$ cat config.mk
export PLATFORM = sky130hd
export DESIGN_NAME = gradient_palette_lookup_flat
export DESIGN_NICKNAME = d
export VERILOG_FILES = /design/src/hdl/gpl_pkg.sv /design/src/hdl/gpl_index_if.sv /design/src/hdl/gpl_color_if.sv /design/src/hdl/gradient_palette_lookup.sv /design/src/flat_wrapper.sv
export SDC_FILE = /design/constraint.sdc
export NUM_CORES = 2
export LEC_CHECK = 0
export ABC_CLOCK_PERIOD_IN_PS = 45200
export BUFFER_PORTS_ARGS = -buffer_cell sky130_fd_sc_hd__buf_2
export CORE_MARGIN = 1
export CORE_UTILIZATION = 65
export CTS_BUF_LIST = sky130_fd_sc_hd__clkbuf_4
export CTS_CLUSTER_DIAMETER = 120
export DETAILED_ROUTE_END_ITERATION = 8
export PLACE_DENSITY = 0.88
export SYNTH_ARGS = -nofsm -noshare
export SYNTH_HDL_FRONTEND = slang
export SYNTH_SLANG_ARGS = --single-unit
$ cat constraint.sdc
create_clock -name clk -period 45.2 [get_ports clk]
set_input_delay 13.56 -clock clk [delete_from_list [all_inputs] [get_ports clk]]
set_output_delay 13.56 -clock clk [all_outputs]
set_load 0.03 [all_outputs]
$ cat src/hdl/gpl_pkg.sv
package gpl_pkg;

  localparam int IDX_W    = 11;
  localparam int COLOR_W  = 24;
  localparam int CH_W     = 8;
  localparam int NUM_CH   = 3;
  localparam int COUNT_W  = 3;
  localparam int STEPS_W  = 8;
  localparam int CFG_W    = 24;
  localparam int REG_ADDR_W = 3;

  // percent = pos * 100 / steps, always below 100
  localparam int PCT_W    = 7;
  localparam int PROD_W   = STEPS_W + PCT_W;
  localparam logic [PCT_W-1:0] PCT_SCALE = 7'd100;

  // x / 100 == (x * 5243) >> 19 for every x below 43690
  localparam int RECIP_W     = 13;
  localparam logic [RECIP_W-1:0] RECIP = 13'd5243;
  localparam int RECIP_SHIFT = 19;
  localparam int RECIP_PROD_W = PROD_W + RECIP_W;

  // register indexes
  localparam logic [REG_ADDR_W-1:0] REG_NUM_COLORS      = 3'd0;
  localparam logic [REG_ADDR_W-1:0] REG_STEPS_PER_COLOR = 3'd1;
  localparam int KEY_BASE = 2;
  localparam int KEY_SLOTS = 6;

  localparam logic [COUNT_W-1:0] NUM_COLORS_RESET = 3'd3;
  localparam logic [STEPS_W-1:0] STEPS_RESET      = 8'd20;

  typedef logic [COLOR_W-1:0] color_t;
  typedef color_t key_reset_t [KEY_SLOTS];
  localparam key_reset_t KEY_RESET = '{24'hFF0000, 24'hFFFF00, 24'h0000FF,
                                       24'h000000, 24'h000000, 24'h000000};

endpackage

$ cat src/hdl/gpl_index_if.sv
interface gpl_index_if;
  logic                      valid;
  logic                      ready;
  logic [gpl_pkg::IDX_W-1:0] palette_index;

  modport source (output valid, output palette_index, input ready);
  modport sink   (input valid, input palette_index, output ready);
endinterface

$ cat src/hdl/gpl_color_if.sv
interface gpl_color_if;
  logic                        valid;
  logic                        ready;
  logic [gpl_pkg::COLOR_W-1:0] palette_color;

  modport source (output valid, output palette_color, input ready);
  modport sink   (input valid, input palette_color, output ready);
endinterface

$ cat src/hdl/gradient_palette_lookup.sv
// Cyclic RGB gradient palette lookup.
// index_chan carries a request (palette_index); color_chan returns one
// palette_color per request, in order. Both use valid/ready; a request is
// taken on a clock edge where valid and ready are both high.
// Configuration goes through cfg_we/cfg_index/cfg_data (index 0 colour count,
// 1 steps per colour, 2..7 key colours) and must only be written while no
// request is in flight.
// A request passes through 11 bit-serial stages that divide the
// index by the step count (the segment modulo the colour count is reduced in
// the same stages), one stage scales the position by 100, 7 stages divide it
// to the percent, then colour select, channel multiply, reciprocal multiply
// for /100 and the output register.
// Throughput is one request per cycle. The whole pipeline advances on one
// enable; when the receiver stalls a full output register, every stage holds
// and index_chan.ready drops in the same cycle.
// Reset loads the default gradient (red, yellow, blue over 20 steps) and
// empties the pipeline.
module gradient_palette_lookup #(
  parameter int MAX_COLORS = 6
) (
  input  logic                                clk,
  input  logic                                rst,
  input  logic                                cfg_we,
  input  logic [gpl_pkg::REG_ADDR_W-1:0]      cfg_index,
  input  logic [gpl_pkg::CFG_W-1:0]           cfg_data,
  gpl_index_if.sink                           index_chan,
  gpl_color_if.source                         color_chan
);

  localparam int NA = gpl_pkg::IDX_W;
  localparam int NB = gpl_pkg::PCT_W;
  localparam int CW = gpl_pkg::CH_W;
  localparam int SW = gpl_pkg::STEPS_W;
  localparam int KW = gpl_pkg::COUNT_W;
  localparam int PW = gpl_pkg::PROD_W;

  // ---------------- configuration registers ----------------
  logic [KW-1:0]            num_colors;
  logic [SW-1:0]            steps_per_color;
  gpl_pkg::color_t          key_color [MAX_COLORS];

  always_ff @(posedge clk) begin
    if (rst) begin
      num_colors      <= gpl_pkg::NUM_COLORS_RESET;
      steps_per_color <= gpl_pkg::STEPS_RESET;
      for (int k = 0; k < MAX_COLORS; k++) key_color[k] <= gpl_pkg::KEY_RESET[k];
    end else if (cfg_we) begin
      if (cfg_index == gpl_pkg::REG_NUM_COLORS) num_colors <= cfg_data[KW-1:0];
      if (cfg_index == gpl_pkg::REG_STEPS_PER_COLOR) steps_per_color <= cfg_data[SW-1:0];
      for (int k = 0; k < MAX_COLORS; k++) begin
        if (int'(cfg_index) == gpl_pkg::KEY_BASE + k) key_color[k] <= cfg_data;
      end
    end
  end

  logic [KW-1:0] count_eff;
  logic [SW-1:0] steps_eff;

  always_comb begin
    priority if (num_colors == '0) count_eff = KW'(1);
    else if (num_colors > KW'(MAX_COLORS)) count_eff = KW'(MAX_COLORS);
    else count_eff = num_colors;
    steps_eff = (steps_per_color == '0) ? SW'(1) : steps_per_color;
  end

  // ---------------- pipeline control ----------------
  logic advance;
  logic f_v;

  assign advance = !f_v || color_chan.ready;
  assign index_chan.ready = advance;

  // ---------------- index / steps, segment mod count ----------------
  logic [NA-1:0] a_v;
  logic [NA-1:0] a_idx      [NA];
  logic [SW-1:0] a_rem      [NA];
  logic [KW-1:0] a_seg      [NA];
  logic [NA-1:0] a_idx_in   [NA];
  logic [SW-1:0] a_rem_in   [NA];
  logic [KW-1:0] a_seg_in   [NA];
  logic [NA-1:0] a_idx_next [NA];
  logic [SW-1:0] a_rem_next [NA];
  logic [KW-1:0] a_seg_next [NA];

  always_comb begin
    a_idx_in[0] = index_chan.palette_index;
    a_rem_in[0] = '0;
    a_seg_in[0] = '0;
    for (int j = 1; j < NA; j++) begin
      a_idx_in[j] = a_idx[j-1];
      a_rem_in[j] = a_rem[j-1];
      a_seg_in[j] = a_seg[j-1];
    end
  end

  always_comb begin
    logic [SW:0]   t;
    logic          qbit;
    logic [KW:0]   s2;
    for (int j = 0; j < NA; j++) begin
      t    = {a_rem_in[j], a_idx_in[j][NA-1]};
      qbit = (t >= {1'b0, steps_eff});
      a_rem_next[j] = qbit ? SW'(t - {1'b0, steps_eff}) : t[SW-1:0];
      a_idx_next[j] = {a_idx_in[j][NA-2:0], 1'b0};
      // quotient bits arrive MSB first: fold them into the running modulo
      s2 = {a_seg_in[j], qbit};
      a_seg_next[j] = (s2 >= {1'b0, count_eff}) ? KW'(s2 - {1'b0, count_eff})
                                                : s2[KW-1:0];
    end
  end

  always_ff @(posedge clk) begin
    if (advance) begin
      for (int j = 0; j < NA; j++) begin
        a_idx[j] <= a_idx_next[j];
        a_rem[j] <= a_rem_next[j];
        a_seg[j] <= a_seg_next[j];
      end
    end
  end

  // ---------------- position * 100 ----------------
  logic          m_v;
  logic [PW-1:0] m_prod;
  logic [KW-1:0] m_seg;

  always_ff @(posedge clk) begin
    if (advance) begin
      m_prod <= PW'(a_rem[NA-1]) * PW'(gpl_pkg::PCT_SCALE);
      m_seg  <= a_seg[NA-1];
    end
  end

  // ---------------- (position * 100) / steps ----------------
  // quotient stays below 128, so the top bits already sit below the divisor
  logic [NB-1:0] b_v;
  logic [SW-1:0] b_rem      [NB];
  logic [NB-1:0] b_low      [NB];
  logic [NB-1:0] b_q        [NB];
  logic [KW-1:0] b_seg      [NB];
  logic [SW-1:0] b_rem_in   [NB];
  logic [NB-1:0] b_low_in   [NB];
  logic [NB-1:0] b_q_in     [NB];
  logic [KW-1:0] b_seg_in   [NB];
  logic [SW-1:0] b_rem_next [NB];
  logic [NB-1:0] b_low_next [NB];
  logic [NB-1:0] b_q_next   [NB];

  always_comb begin
    b_rem_in[0] = m_prod[PW-1 -: SW];
    b_low_in[0] = m_prod[NB-1:0];
    b_q_in[0]   = '0;
    b_seg_in[0] = m_seg;
    for (int j = 1; j < NB; j++) begin
      b_rem_in[j] = b_rem[j-1];
      b_low_in[j] = b_low[j-1];
      b_q_in[j]   = b_q[j-1];
      b_seg_in[j] = b_seg[j-1];
    end
  end

  always_comb begin
    logic [SW:0] t;
    logic        qbit;
    for (int j = 0; j < NB; j++) begin
      t    = {b_rem_in[j], b_low_in[j][NB-1]};
      qbit = (t >= {1'b0, steps_eff});
      b_rem_next[j] = qbit ? SW'(t - {1'b0, steps_eff}) : t[SW-1:0];
      b_low_next[j] = {b_low_in[j][NB-2:0], 1'b0};
      b_q_next[j]   = {b_q_in[j][NB-2:0], qbit};
    end
  end

  always_ff @(posedge clk) begin
    if (advance) begin
      for (int j = 0; j < NB; j++) begin
        b_rem[j] <= b_rem_next[j];
        b_low[j] <= b_low_next[j];
        b_q[j]   <= b_q_next[j];
        b_seg[j] <= b_seg_in[j];
      end
    end
  end

  // ---------------- key colour select ----------------
  logic            c_v;
  gpl_pkg::color_t c_start;
  gpl_pkg::color_t c_end;
  logic [NB-1:0]   c_pct;
  gpl_pkg::color_t sel_start;
  gpl_pkg::color_t sel_end;
  logic [KW-1:0]   seg_last;
  logic [KW-1:0]   seg_next;

  always_comb begin
    seg_last = b_seg[NB-1];
    seg_next = (KW'(seg_last + KW'(1)) == count_eff) ? '0 : KW'(seg_last + KW'(1));
    sel_start = '0;
    sel_end   = '0;
    for (int k = 0; k < MAX_COLORS; k++) begin
      if (seg_last == KW'(k)) sel_start = key_color[k];
      if (seg_next == KW'(k)) sel_end   = key_color[k];
    end
  end

  always_ff @(posedge clk) begin
    if (advance) begin
      c_start <= sel_start;
      c_end   <= sel_end;
      c_pct   <= b_q[NB-1];
    end
  end

  // ---------------- |delta| * percent ----------------
  logic          d_v;
  logic [PW-1:0] d_prod  [gpl_pkg::NUM_CH];
  logic          d_neg   [gpl_pkg::NUM_CH];
  logic [CW-1:0] d_start [gpl_pkg::NUM_CH];

  always_ff @(posedge clk) begin
    logic [CW:0]   delta;
    logic [CW-1:0] mag;
    if (advance) begin
      for (int c = 0; c < gpl_pkg::NUM_CH; c++) begin
        delta = {1'b0, c_end[c*CW +: CW]} - {1'b0, c_start[c*CW +: CW]};
        mag   = delta[CW] ? CW'(-delta) : delta[CW-1:0];
        d_prod[c]  <= PW'(mag) * PW'(c_pct);
        d_neg[c]   <= delta[CW];
        d_start[c] <= c_start[c*CW +: CW];
      end
    end
  end

  // ---------------- divide by 100 (reciprocal) ----------------
  logic          e_v;
  logic [CW-1:0] e_q     [gpl_pkg::NUM_CH];
  logic          e_neg   [gpl_pkg::NUM_CH];
  logic [CW-1:0] e_start [gpl_pkg::NUM_CH];

  always_ff @(posedge clk) begin
    logic [gpl_pkg::RECIP_PROD_W-1:0] full;
    if (advance) begin
      for (int c = 0; c < gpl_pkg::NUM_CH; c++) begin
        full = gpl_pkg::RECIP_PROD_W'(d_prod[c]) *
               gpl_pkg::RECIP_PROD_W'(gpl_pkg::RECIP);
        e_q[c]     <= full[gpl_pkg::RECIP_SHIFT +: CW];
        e_neg[c]   <= d_neg[c];
        e_start[c] <= d_start[c];
      end
    end
  end

  // ---------------- output register ----------------
  gpl_pkg::color_t f_color;

  always_ff @(posedge clk) begin
    if (advance) begin
      for (int c = 0; c < gpl_pkg::NUM_CH; c++) begin
        // truncation toward zero: the magnitude was divided, sign goes back on
        f_color[c*CW +: CW] <= e_neg[c] ? CW'(e_start[c] - e_q[c])
                                        : CW'(e_start[c] + e_q[c]);
      end
    end
  end

  // ---------------- valid bits ----------------
  always_ff @(posedge clk) begin
    if (rst) begin
      a_v <= '0;
      m_v <= 1'b0;
      b_v <= '0;
      c_v <= 1'b0;
      d_v <= 1'b0;
      e_v <= 1'b0;
      f_v <= 1'b0;
    end else if (advance) begin
      a_v <= {a_v[NA-2:0], index_chan.valid};
      m_v <= a_v[NA-1];
      b_v <= {b_v[NB-2:0], m_v};
      c_v <= b_v[NB-1];
      d_v <= c_v;
      e_v <= d_v;
      f_v <= e_v;
    end
  end

  assign color_chan.valid         = f_v;
  assign color_chan.palette_color = f_color;

  // ---------------- assertions ----------------
  a_seg_in_range: assert property (@(posedge clk) disable iff (rst)
    a_v[NA-1] |-> (a_seg[NA-1] < count_eff))
    else $error("segment not reduced below colour count");

  a_pos_in_range: assert property (@(posedge clk) disable iff (rst)
    a_v[NA-1] |-> (a_rem[NA-1] < steps_eff))
    else $error("position not below step count");

  a_pct_in_range: assert property (@(posedge clk) disable iff (rst)
    c_v |-> (c_pct < gpl_pkg::PCT_SCALE))
    else $error("percent out of range");

  a_stall_holds_output: assert property (@(posedge clk) disable iff (rst)
    (f_v && !color_chan.ready) |=> (f_v && $stable(f_color) && $stable(e_v)))
    else $error("pipeline moved while output stalled");

endmodule

$ cat src/flat_wrapper.sv
// flat-port wrapper written by rule: the top's interface ports become plain ports
module gradient_palette_lookup_flat 
#(
  parameter int MAX_COLORS = 6
)
  (clk, rst, cfg_we, cfg_index, cfg_data, index_chan_valid, index_chan_palette_index, index_chan_ready, color_chan_valid, color_chan_palette_color, color_chan_ready);
  gpl_index_if index_chan_i ();
  gpl_color_if color_chan_i ();
  input  logic clk;
  input  logic rst;
  input  logic cfg_we;
  input  logic [gpl_pkg::REG_ADDR_W-1:0] cfg_index;
  input  logic [gpl_pkg::CFG_W-1:0] cfg_data;
  input wire logic [$bits(index_chan_i.valid)-1:0] index_chan_valid;
  input wire logic [$bits(index_chan_i.palette_index)-1:0] index_chan_palette_index;
  output wire logic [$bits(index_chan_i.ready)-1:0] index_chan_ready;
  output wire logic [$bits(color_chan_i.valid)-1:0] color_chan_valid;
  output wire logic [$bits(color_chan_i.palette_color)-1:0] color_chan_palette_color;
  input wire logic [$bits(color_chan_i.ready)-1:0] color_chan_ready;
  assign index_chan_i.valid = index_chan_valid;
  assign index_chan_i.palette_index = index_chan_palette_index;
  assign index_chan_ready = index_chan_i.ready;
  assign color_chan_valid = color_chan_i.valid;
  assign color_chan_palette_color = color_chan_i.palette_color;
  assign color_chan_i.ready = color_chan_ready;
  gradient_palette_lookup #(.MAX_COLORS(MAX_COLORS)) u_core (.clk(clk), .rst(rst), .cfg_we(cfg_we), .cfg_index(cfg_index), .cfg_data(cfg_data), .index_chan(index_chan_i), .color_chan(color_chan_i));
endmodule
* Yosys cells after proc, flatten, opt, wreduce, memory -nomap -nowiden
Memory sizes are Yosys's and may differ from the RTL's. A register that Yosys moved wholly into a read port is not among the register bits.
Index checks and enable logic that the tools add are counted.
** Storage, ports and cells
- Flip-flop bits (word level) :: 119
- Memory bits (writable) :: 666
- Input port bits :: 43
- Output and inout bits :: 26
- Word-level logic and storage cells :: 224
- Memories kept :: 14
** Memory list
- u_core.key_color :: words 6, width 24, read ports 6, clocked after memory_dff 0, wr ports 6, RTL line gradient_palette_lookup.sv:40 : gpl_pkg::color_t key_color [MAX_COLORS];
- u_core.a_idx :: words 11, width 10, read ports 10, clocked after memory_dff 0, wr ports 11, RTL line gradient_palette_lookup.sv:75 : logic [NA-1:0] a_idx [NA];
- u_core.a_rem :: words 11, width 8, read ports 11, clocked after memory_dff 0, wr ports 11, RTL line gradient_palette_lookup.sv:76 : logic [SW-1:0] a_rem [NA];
- u_core.b_rem :: words 7, width 8, read ports 6, clocked after memory_dff 0, wr ports 7, RTL line gradient_palette_lookup.sv:137 : logic [SW-1:0] b_rem [NB];
- u_core.b_q :: words 7, width 7, read ports 7, clocked after memory_dff 1, wr ports 7, RTL line gradient_palette_lookup.sv:139 : logic [NB-1:0] b_q [NB];
- u_core.d_prod :: words 3, width 15, read ports 3, clocked after memory_dff 0, wr ports 3, RTL line gradient_palette_lookup.sv:216 : logic [PW-1:0] d_prod [gpl_pkg::NUM_CH];
- 8 more memories
** Cells by class
- Add/sub/neg operators :: 42
- Multipliers :: 7
- $lt $le $gt $ge :: 30
- Equality and inequality tests :: 18
- Mux-type cells :: 85
- Bitwise gates (word level) :: 6
- Reduce and logical (&&, ||, !) cells :: 9
** Operators with widths (count)
- 24-bit two-way mux :: 18
- 8-bit two-way mux :: 25
- 8-bit subtractor :: 20
- 9-bit by 8-bit >= comparator with 1-bit output :: 17
- 15-bit by 13-bit multiplier with 27-bit output (second input constant) :: 3
- 8-bit by 7-bit multiplier with 15-bit output :: 3
- 3-bit two-way mux :: 14
- 4-bit by 3-bit >= comparator with 1-bit output :: 10
- 3-bit subtractor :: 10
- 1-bit two-way mux :: 28
- 8-bit by 8-bit subtractor with 9-bit output :: 3
- 8-bit adder :: 3
- 3-bit equality test (second input constant) :: 8
- 8-bit negation :: 3
- 3-bit by 2-bit equality test with 1-bit output (second input constant) :: 5
- 8-bit by 5-bit multiplier with 13-bit output (second input constant) :: 1
- 3-bit by 1-bit equality test with 1-bit output (second input constant) :: 4
- 3-bit logical NOT :: 4
- 1-bit by 8-bit >= comparator with 1-bit output :: 1
- 8-bit logical NOT :: 1
- 1-bit by 8-bit subtractor with 8-bit output :: 1
- 1-bit bitwise OR :: 6
- 2-bit AND reduction :: 2
- 3-bit by 1-bit adder with 3-bit output (second input constant) :: 1
- 6 further kinds :: 6

* Longest topological paths before layout
- Depth in word-level cells :: 12
- Gate-level depth with buffers :: 27
- Mapped depth without buffers :: 27

* Worst setup path before layout
No wires, ideal clock.
- Path type :: input port to output port
- From :: input color_chan_ready
- To :: output index_chan_ready
- Arrival :: 27756 ps
- Required time :: 31640 ps
- Path slack :: 3884 ps
- Stages :: 4
- Buffers on the path :: 2
- Cells stage by stage :: nor2b_1 > clkbuf_1 > inv_1 > clkbuf_1
** Between the ends
- Longest elaborated chain between the ends :: 1
** RTL lines
- start: declaration :: RTL line flat_wrapper.sv:19 : input wire logic [$bits(color_chan_i.ready)-1:0] color_chan_ready;
- 1-bit logical OR :: RTL line gradient_palette_lookup.sv:70 : assign advance = !f_v || color_chan.ready;
- end: declaration :: RTL line flat_wrapper.sv:16 : output wire logic [$bits(index_chan_i.ready)-1:0] index_chan_ready;
No other way between the ends.

* Worst setup path in the final report
Ends and elaborated chain as after synthesis.

==> results.cfg <==
[outcome]
status = finished clean

[global_routing]
grt_pass1_vias = 35644
track_usage_pct = 27.2
grt_max_degree = 201
grt.overflow.total = 0
antenna_found_initial = 12
grt_pass1_wl_mm = 172

[synth]
synthMuxAreaShare_pct = 3.27
synth-seq-cells = 679
synth_fa_ha_area_share_pct = 28.8
synthDistinctLibCells = 72
async_flop_share_pct = 0
ys_warn_count = 0
synth_nets = 5519
post_synth.cell_area_avg_sq_um = 11.3
synthSimpleGateAreaFrac_pct = 9.86
syn-cell-area_sq_mm = 0.0508
synth_edf_count = 645
yosysSeqAreaShare_pct = 39.5
synth_top_family_by_area = adder cells
synth_flop_cell = edfxtp_1
synth_xor_area_share_pct = 3.35
synth_compound_area_share_pct = 9.63
netlist_instances = 4504

[die]
die_w_um = 282
fp.coreArea_sq_mm = 0.0773
io_pins = 69
die_area_sq_mm = 0.0792
start_util_pct = 65.7
rows = 102
die_h_um = 282

[worst_setup_path]
worst-path-buf-inv = 3
path_class = primary input to output pin
required_ns = 31.64
cpMaxStageDelayCell = nor2b_2
worstReg2RegEnd = u_core.d_prod[0][12]
reg2reg_from = u_core.c_start[0]
worstSetupEndpointType = output pin
rr_worst_depth = 25
critPathLaunch = color_chan_ready
critPathTopFamily = buffers and inverters
slowest_delay_ns = 0.77
startpoint_type = primary input
path_cells = buf_2 > nor2b_2 > inv_8 > buf_2
path_max_fanout = 104
r2r_slack_ns = 38.02
arrival_ns = 15.28
crit_top_cell = buf_2

[run]
drv_cap = 0

[clocking]
cts_made_buffers = 170
clockRootBuffer = clkbuf_4
cts_hold_buffers = 0
clock_latency_ns = 1.04
tritoncts = done
path_clk_slew_ns = 0.07
ctsResizeCount = 0
cts_sinks = 679
post_cts_buffers = 0
clockBufferDepth = 3
htree_levels = 4

[layout]
finalNetCount = 5688
area_delta_synth_final_pct = 7.32
layout-drive-gt1-share_pct = 10.2

[sta]
min_period_ns = 28.84
fin_skew_ns = 0.0856
finalSetupViolations = 0
maxSlewHeadroom_pct = 13.6
rsz0062_at_grt = no
fmax_mhz = 34.7
finalSetupTns_ns = 0
finalHoldViolations = 0
fin_crit_sh_pct = 63.8
tightest_slew_ns = 1.29
slew_viol_final = 0

[routing]
dr.pass1.iters = 7
avgViaCountPerCell = 5.80
final_antenna_net_count = 0
drtIter0Drc = 2480
drc = 0
vias = 33881
wirelength_mm = 104
drt-wirelength-per-cell_um = 17.9

[place]
hpwlAfterDp_mm = 74.0
numPortBuffers = 68
gp_congestion = 0.867

[worst_hold_path]
hold_path_end = u_core.c_pct[3]
holdPathStages = 0
hold_path_class = flip-flop to flip-flop
min_from = u_core.b_q[6][3]
[sequential cells by signal, summed over array words and instances, names as in the netlist, 28 cells and up]
register          cells
u_core.a_idx         55
u_core.a_rem         88
u_core.a_seg         33
u_core.b_q           28
u_core.b_rem         48
u_core.d_prod        45
u_core.key_color    144
[Yosys cell counts (88+ instances only)]
library cell | instances | area (sq um)
clkbuf_1 | 88 | 330
fa_1 | 326 | 6530
ha_1 | 646 | 8080
edfxtp_1 | 645 | 19400
and2_1 | 159 | 995
o21ai_0 | 214 | 1070
a21oi_1 | 148 | 741
mux2_2 | 88 | 991
inv_1 | 661 | 2480
nor2b_1 | 102 | 638
xnor2_1 | 135 | 1180
nor2_1 | 230 | 863
nand2_1 | 235 | 882
[placed cells by master (no fill, tap or decap), drive strengths merged, types with 10 or more instances in the layout]
cell type / n
fa: 326
nand2: 235
a222oi: 24
ha: 646
a211oi: 13
dfxtp: 34
buf: 92
o21ai: 223
clkbuf: 221
a31oi: 18
nor4: 10
o21bai: 12
xnor2: 135
nor2b: 103
clkinv: 69
nor3b: 10
and2: 162
a21oi: 155
or3: 10
a211o: 11
mux2i: 67
a21o: 68
nand3: 39
nand4: 34
nor2: 230
o21a: 32
inv: 666
and3: 10
nor3: 53
a21boi: 57
edfxtp: 645
o211ai: 34
nand2b: 75
mux2: 88
o22ai: 26
a22oi: 28
or2: 13
xor2: 59
[through the flow]
step	instance area, sq um	instances	hold slack [ns]	setup WS [ns]	util (%)
3_3_place_gp	52400	5541	0.400	16.39	67.7
5_1_grt	54500	5842	0.391	16.20	70.5
2_1_floorplan	50800	4504	0.400	3.88	-
3_5_place_dp	52400	5541	0.405	16.37	67.7
4_1_cts	54500	5839	0.380	16.36	70.5
6_report	54500	5843	0.373	16.36	70.5
[cells by family after synthesis]
| kind of cell | Yosys count |
|---|---|
| mux | 155 |
| flops | 679 |
| fa+ha+maj | 973 |
| compound gates | 750 |
| simple gates | 996 |
| buf+inv | 757 |
| xor+xnor | 194 |
[routing by layer]
layer	routed length (um)	track usage (%)
met2	53400	47.4
met5	119	0
met4	3710	12.8
met3	6330	5.34
met1	40800	32.3
[worst max path at each step]
stage	cells after the start	to
final	4	index_chan_ready
after global routing	4	index_chan_ready
after CTS	4	index_chan_ready
after detailed placement	4	index_chan_ready
after global placement	4	index_chan_ready
after floorplan	4	index_chan_ready
[cell type report]
class / count / area (sq um)
multi-input combinational: 3068 / 28000
fill: 5170 / 22800
sequential: 679 / 20000
inverter: 662 / 2490
clock buffer: 221 / 1660
tap: 1040 / 1300
timing repair buffer: 92 / 533
clock inverter: 77 / 437
antenna: 4 / 10.0
Power is left out: the tool's default activity adds up to more than one toggle a clock period on the data nets, which glitch-free logic cannot reach.
